`src/cbtc_pkg.sv`:
```
// ============================================================================
// cbtc_pkg
// Shared types, constants and the cosine table generator for the cosine-basis
// trajectory coefficient core.
// ============================================================================
package cbtc_pkg;

    // Field widths
    localparam int POS_W      = 16;
    localparam int WAVE_W     = 8;
    localparam int SCALE_W    = 32;
    localparam int CFG_IDX_W  = 2;
    localparam int CFG_DATA_W = 32;
    localparam int COEF_W     = 48;
    localparam int PHASE_W    = 17;
    localparam int COS_W      = 16;
    localparam int ACC_W      = 34;

    // Register indexes on the configuration port
    localparam logic [CFG_IDX_W-1:0] REG_WAVE_X     = 2'd0;
    localparam logic [CFG_IDX_W-1:0] REG_WAVE_Z     = 2'd1;
    localparam logic [CFG_IDX_W-1:0] REG_NORM_SCALE = 2'd2;

    // Register reset values
    localparam logic [WAVE_W-1:0]  WAVE_RESET  = 8'd0;
    localparam logic [SCALE_W-1:0] SCALE_RESET = 32'd65536;

    // Accumulator limits, one guard bit beyond the 34-bit sum plus carry
    localparam logic signed [ACC_W+1:0] ACC_HI = 36'sd8589934591;
    localparam logic signed [ACC_W+1:0] ACC_LO = -36'sd8589934592;

    // Result magnitude limits (48-bit signed)
    localparam logic [49:0] OUT_POS_LIM = 50'd140737488355327;
    localparam logic [49:0] OUT_NEG_LIM = 50'd140737488355328;

    // Rounding constants
    localparam logic signed [31:0] PROD_HALF  = 32'sd16384;
    localparam logic [64:0]        SCALE_HALF = 65'd65536;

    // Cosine table generation constants (Q30)
    localparam logic [63:0] Q30_ONE     = 64'd1073741824;
    localparam logic [63:0] PI_HALF_Q30 = 64'd1686629713;
    localparam logic [63:0] COS_MAX     = 64'd32767;

    // Sequencer states
    typedef enum logic [3:0] {
        ST_IDLE,
        ST_PHASE,
        ST_RD_X,
        ST_RD_Z,
        ST_MUL,
        ST_ACC,
        ST_MAG,
        ST_SCALE,
        ST_EMIT
    } cbtc_state_t;

    // Datapath commands, at most one per cycle
    typedef struct packed {
        logic load;
        logic phase;
        logic rd_x;
        logic rd_z;
        logic mul;
        logic acc;
        logic mag;
        logic scale;
        logic emit;
    } cbtc_cmd_t;

    // Datapath status
    typedef struct packed {
        logic last;
    } cbtc_stat_t;

    // One Taylor step of the cosine series: r = 1 - x*r / den, floored at 0
    function automatic logic [63:0] taylor_clip(input logic [63:0] term);
        return (term > Q30_ONE) ? 64'd0 : Q30_ONE - term;
    endfunction

    // Cosine of angle t (Q30 radians) in Q1.15, elaboration-time only
    function automatic logic [COS_W-1:0] cos_taylor(input logic [63:0] t);
        logic [63:0] x;
        logic [63:0] r;
        logic [63:0] q;
        x = (t * t) >> 30;
        r = Q30_ONE;
        r = taylor_clip(((x * r) >> 30) / 64'd182);
        r = taylor_clip(((x * r) >> 30) / 64'd132);
        r = taylor_clip(((x * r) >> 30) / 64'd90);
        r = taylor_clip(((x * r) >> 30) / 64'd56);
        r = taylor_clip(((x * r) >> 30) / 64'd30);
        r = taylor_clip(((x * r) >> 30) / 64'd12);
        r = taylor_clip(((x * r) >> 30) / 64'd2);
        q = (r + 64'd16384) >> 15;
        if (q > COS_MAX)
        begin
            q = COS_MAX;
        end
        return q[COS_W-1:0];
    endfunction

endpackage

```
`src/cbtc_ctrl.sv`:
```
// ============================================================================
// cbtc_ctrl
// Sequencer for one sample: phase, two cosine reads, product, accumulate, and
// on the last sample magnitude, scale and result hand-off.
// ============================================================================
module cbtc_ctrl (
    input  logic                 clk,
    input  logic                 rst_n,
    input  logic                 in_valid,
    output logic                 in_ready,
    input  logic                 out_ready,
    output logic                 out_valid,
    input  cbtc_pkg::cbtc_stat_t stat,
    output cbtc_pkg::cbtc_cmd_t  cmd
);
    import cbtc_pkg::*;

    cbtc_state_t state_reg;
    cbtc_state_t state_next;
    logic        out_valid_reg;
    logic        out_valid_next;
    logic        out_free;

    // Result register can take a new beat
    assign out_free = !out_valid_reg || out_ready;

    // Next state
    always_comb
    begin
        state_next = state_reg;
        case (state_reg)
            ST_IDLE:  if (in_valid) state_next = ST_PHASE;
            ST_PHASE: state_next = ST_RD_X;
            ST_RD_X:  state_next = ST_RD_Z;
            ST_RD_Z:  state_next = ST_MUL;
            ST_MUL:   state_next = ST_ACC;
            ST_ACC:   state_next = stat.last ? ST_MAG : ST_IDLE;
            ST_MAG:   state_next = ST_SCALE;
            ST_SCALE: state_next = ST_EMIT;
            ST_EMIT:  if (out_free) state_next = ST_IDLE;
            default:  state_next = ST_IDLE;
        endcase
    end

    // Outputs
    always_comb
    begin
        cmd      = '0;
        in_ready = 1'b0;
        case (state_reg)
            ST_IDLE:
            begin
                in_ready = 1'b1;
                cmd.load = in_valid;
            end
            ST_PHASE: cmd.phase = 1'b1;
            ST_RD_X:  cmd.rd_x  = 1'b1;
            ST_RD_Z:  cmd.rd_z  = 1'b1;
            ST_MUL:   cmd.mul   = 1'b1;
            ST_ACC:   cmd.acc   = 1'b1;
            ST_MAG:   cmd.mag   = 1'b1;
            ST_SCALE: cmd.scale = 1'b1;
            ST_EMIT:  cmd.emit  = out_free;
            default:  cmd = '0;
        endcase
    end

    // Hold the result beat until taken
    always_comb
    begin
        out_valid_next = out_valid_reg;
        if (cmd.emit)
        begin
            out_valid_next = 1'b1;
        end
        else if (out_ready)
        begin
            out_valid_next = 1'b0;
        end
    end

    assign out_valid = out_valid_reg;

    always_ff @(posedge clk or negedge rst_n)
    begin
        if (!rst_n)
        begin
            state_reg     <= ST_IDLE;
            out_valid_reg <= 1'b0;
        end
        else
        begin
            state_reg     <= state_next;
            out_valid_reg <= out_valid_next;
        end
    end
endmodule

```
`config.mk`:
```
export PLATFORM = sky130hd
export DESIGN_NAME = cbtc_ctrl
export DESIGN_NICKNAME = d
export VERILOG_FILES = /design/src/cbtc_pkg.sv /design/src/cbtc_ctrl.sv
export SDC_FILE = /design/constraint.sdc
export NUM_CORES = 1
export LEC_CHECK = 0
export BUFFER_PORTS_ARGS = -buffer_cell sky130_fd_sc_hd__buf_4
export CAP_MARGIN = 15
export CORE_AREA = 4 4 41 43
export DETAILED_ROUTE_END_ITERATION = 10
export DIE_AREA = 0 0 45 47
export RECOVER_POWER = 100
export SETUP_SLACK_MARGIN = 0.2
export SYNTH_ARGS = -nofsm -noshare
export SYNTH_HDL_FRONTEND = slang
export SYNTH_SLANG_ARGS = --single-unit
```
`constraint.sdc`:
```
create_clock -name clk -period 1.43 [get_ports clk]
set_input_delay 0.286 -clock clk [delete_from_list [all_inputs] [get_ports clk]]
set_output_delay 0.286 -clock clk [all_outputs]
set_load 0.03 [all_outputs]
```
==> flow_summary.toml <==
[timing]
slew-limit-headroom = 0.760
finalCritPeriodShare = 1.21
report.final.setup_viol = 10
unrepaired_setup_endpoints_after_global_routing = "yes"
final_hold_viol_count = 0
achievable-frequency_ghz = 0.580
tightest_slew_ns = 0.362
finalWorstPathRequiredPeriod_ns = 1.73
skew_ns = 0.000699
timing.final.ws_setup_ns = -0.295
number_of_max_slew_violations_in_the_final_report = 0
setup_total_negative_slack_ns = -1.42

[final_layout]
drive_gt1_frac = 0.655
final_util = 0.487
net_count_final = 64
layout-area-overhead-vs-synth_pct = 102
max_reg_flops = 4
instances_no_fill = 73
layout_common_cells = "10 x buf_4, 10 x buf_6, 5 x dfrtp_1"
insertedDiodeCount = 0

[synthesis]
netlist_top_cells_area = "dfrtp_1 40%, nor3_1 9.6%, nand2b_1 8.0%, buf_4 4.8%, nor2_1 4.8%"
synth_enable_flop_cells = 0
synthesis.area_um2 = 313
yosys.area.top_type_share = 0.400
postSynthCellCount = 36
synthesis.area_per_instance_um2 = 8.69
synth.distinct_cells = 17
cell_type_contributing_the_most_total_cell_area_after_synthesis = "dfrtp_1"
synth-main-ff-cell = "dfrtp_1"
mappedNetlistNets = 41
synth_sequential_area_ratio = 0.400
ys_ff_latch = 5
yosys_warnings = 0
synth_async_sr_flop_share = 1.00

[placement]
dpl.cell_count = 67
routabilityCongestion = 0.676
dp_hpwl_um = 638
port_buffers = 15
place_ws_ns = -0.0572

[clock_network]
cts-htree-levels = 1
clock_sink_count = 5
cts_tree = "yes"
cts_buffer_count = 3
path_clk_slew_ns = 0.05
cts.root.buffer_cell = "clkbuf_4"
clk-insertion-delay-late_ns = 0.24
cts.path.max_buffers = 2

[detailed_routing]
routedWlPerCell_um = 12.8
drc_errors = 0
drt_wl_total_um = 931
vias = 330
route.antenna.remaining_nets = 0
drt_iter0_markers = 1
drt_pre_antenna_iters = 3
route.detailed.vias_per_inst = 4.52

[critical_path]
r2r_start = "state_reg[1]"
path_max_fanout = 2
worst_ep_required_time_ns = 1.14
critical_path.startpoint = "state_reg[1]"
criticalPathCategory = "reg -> out"
worstSetupEndpointType = "output pin"
critical_path_arrival_ns = 1.44
nature_of_the_critical_path_startpoint = "flop"

[status]
failing_checks = "negative setup slack"
outcome = "finished with violations"

[grt]
antenna_violations_before_repair = 0
number_of_global_route_vias_before_repair = 321
grt_start_max_net_pins = 10
grt_usage = 0.0928
grt.overflow.total = 0
global_route_wire_length_before_repair_um = 1290

[power]
power-per-cell-area_nw_per_um2 = 2440
ir_worst_vdd_mv = 0.949
totalPowerFinal_mw = 1.54
leakagePower_nw = 0.271

[die]
floorplan.io_pins = 16
num_rows = 13
floorplan.die_area_um2 = 2120
die_x_um = 45
initial_core_util = 0.240
coreArea_um2 = 1300
dieHeight_um = 47

[min_path]
timing.hold.worst.start = "stat"
hold_path.class = "in -> reg"

[job]
maxCapViolCount = 0
-- worst max-delay path, stage by stage, from the launching register on --
cell and delay (ns):
dfrtp_1 0.37, or4b_4 0.54, nor2b_1 0.13, buf_4 0.17
-- layout make-up --
class | count | area (um^2)
Sequential cell | 5 | 125
Tap cell | 15 | 18.8
Clock buffer | 4 | 26.3
Fill cell | 134 | 668
Multi-Input combinational cell | 26 | 258
Timing Repair Buffer | 23 | 205
-- layer usage --
layer,part of all wire,wire (um),vias up,global-route usage
met5,0,0,-,0
met1,0.37,348,155,0.0897
li1,-,-,166,-
met4,0,0,0,0.0702
met2,0.55,514,9,0.153
met3,0.074,69,0,0.0460
-- cells in the mapped netlist (all sizes together) (2+ instances only) --
master / n
nor3: 6
buf: 5
dfrtp: 5
nand2b: 4
nor2: 4
nand2: 2
nor2b: 2
-- metrics by stage --
| step | area (um^2) | hold WS [ns] |
|---|---|---|
| CTS | 624 | 0.339 |
| detailed placement | 533 | 0.0920 |
| finish | 633 | 0.348 |
| floorplan | 399 | -0.00959 |
| global placement | 533 | 0.0904 |
| global route | 633 | 0.352 |
-- what timing repair did --
item,CTS,global route
gates resized for setup,13,3
setup endpoints to repair,11,11
hold endpoints to repair,5,0
cloned,0,0
pin swaps,4,0
hold buffers,1,0
setup buffers,1,0
-- final timing paths --
kind	endpoint	slack (ns)	cells after the start
hold reg to reg	out_valid	0.55	2
setup / recovery	cmd[0]	-0.30	3
hold / removal	state_reg[2]	0.35	3
max in group asynchronous	state_reg[0]	0.79	2
setup reg to reg	state_reg[3]	0.20	3
min in group asynchronous	state_reg[3]	0.43	2
-- kinds of logic after synthesis --
group	Yosys count	share of synthesized area
flops	5	0.400
buf+inv	5	0.116
compound gates	4	0.0880
simple gates	22	0.396
-- power breakdown --
part           internal (mW)  switching (mW)  total, mW
clock network          0.106          0.0603      0.166
registers              0.198          0.0297      0.227
logic                  0.488           0.663       1.15
No activity file was read; power rests on OpenSTA's default activity.
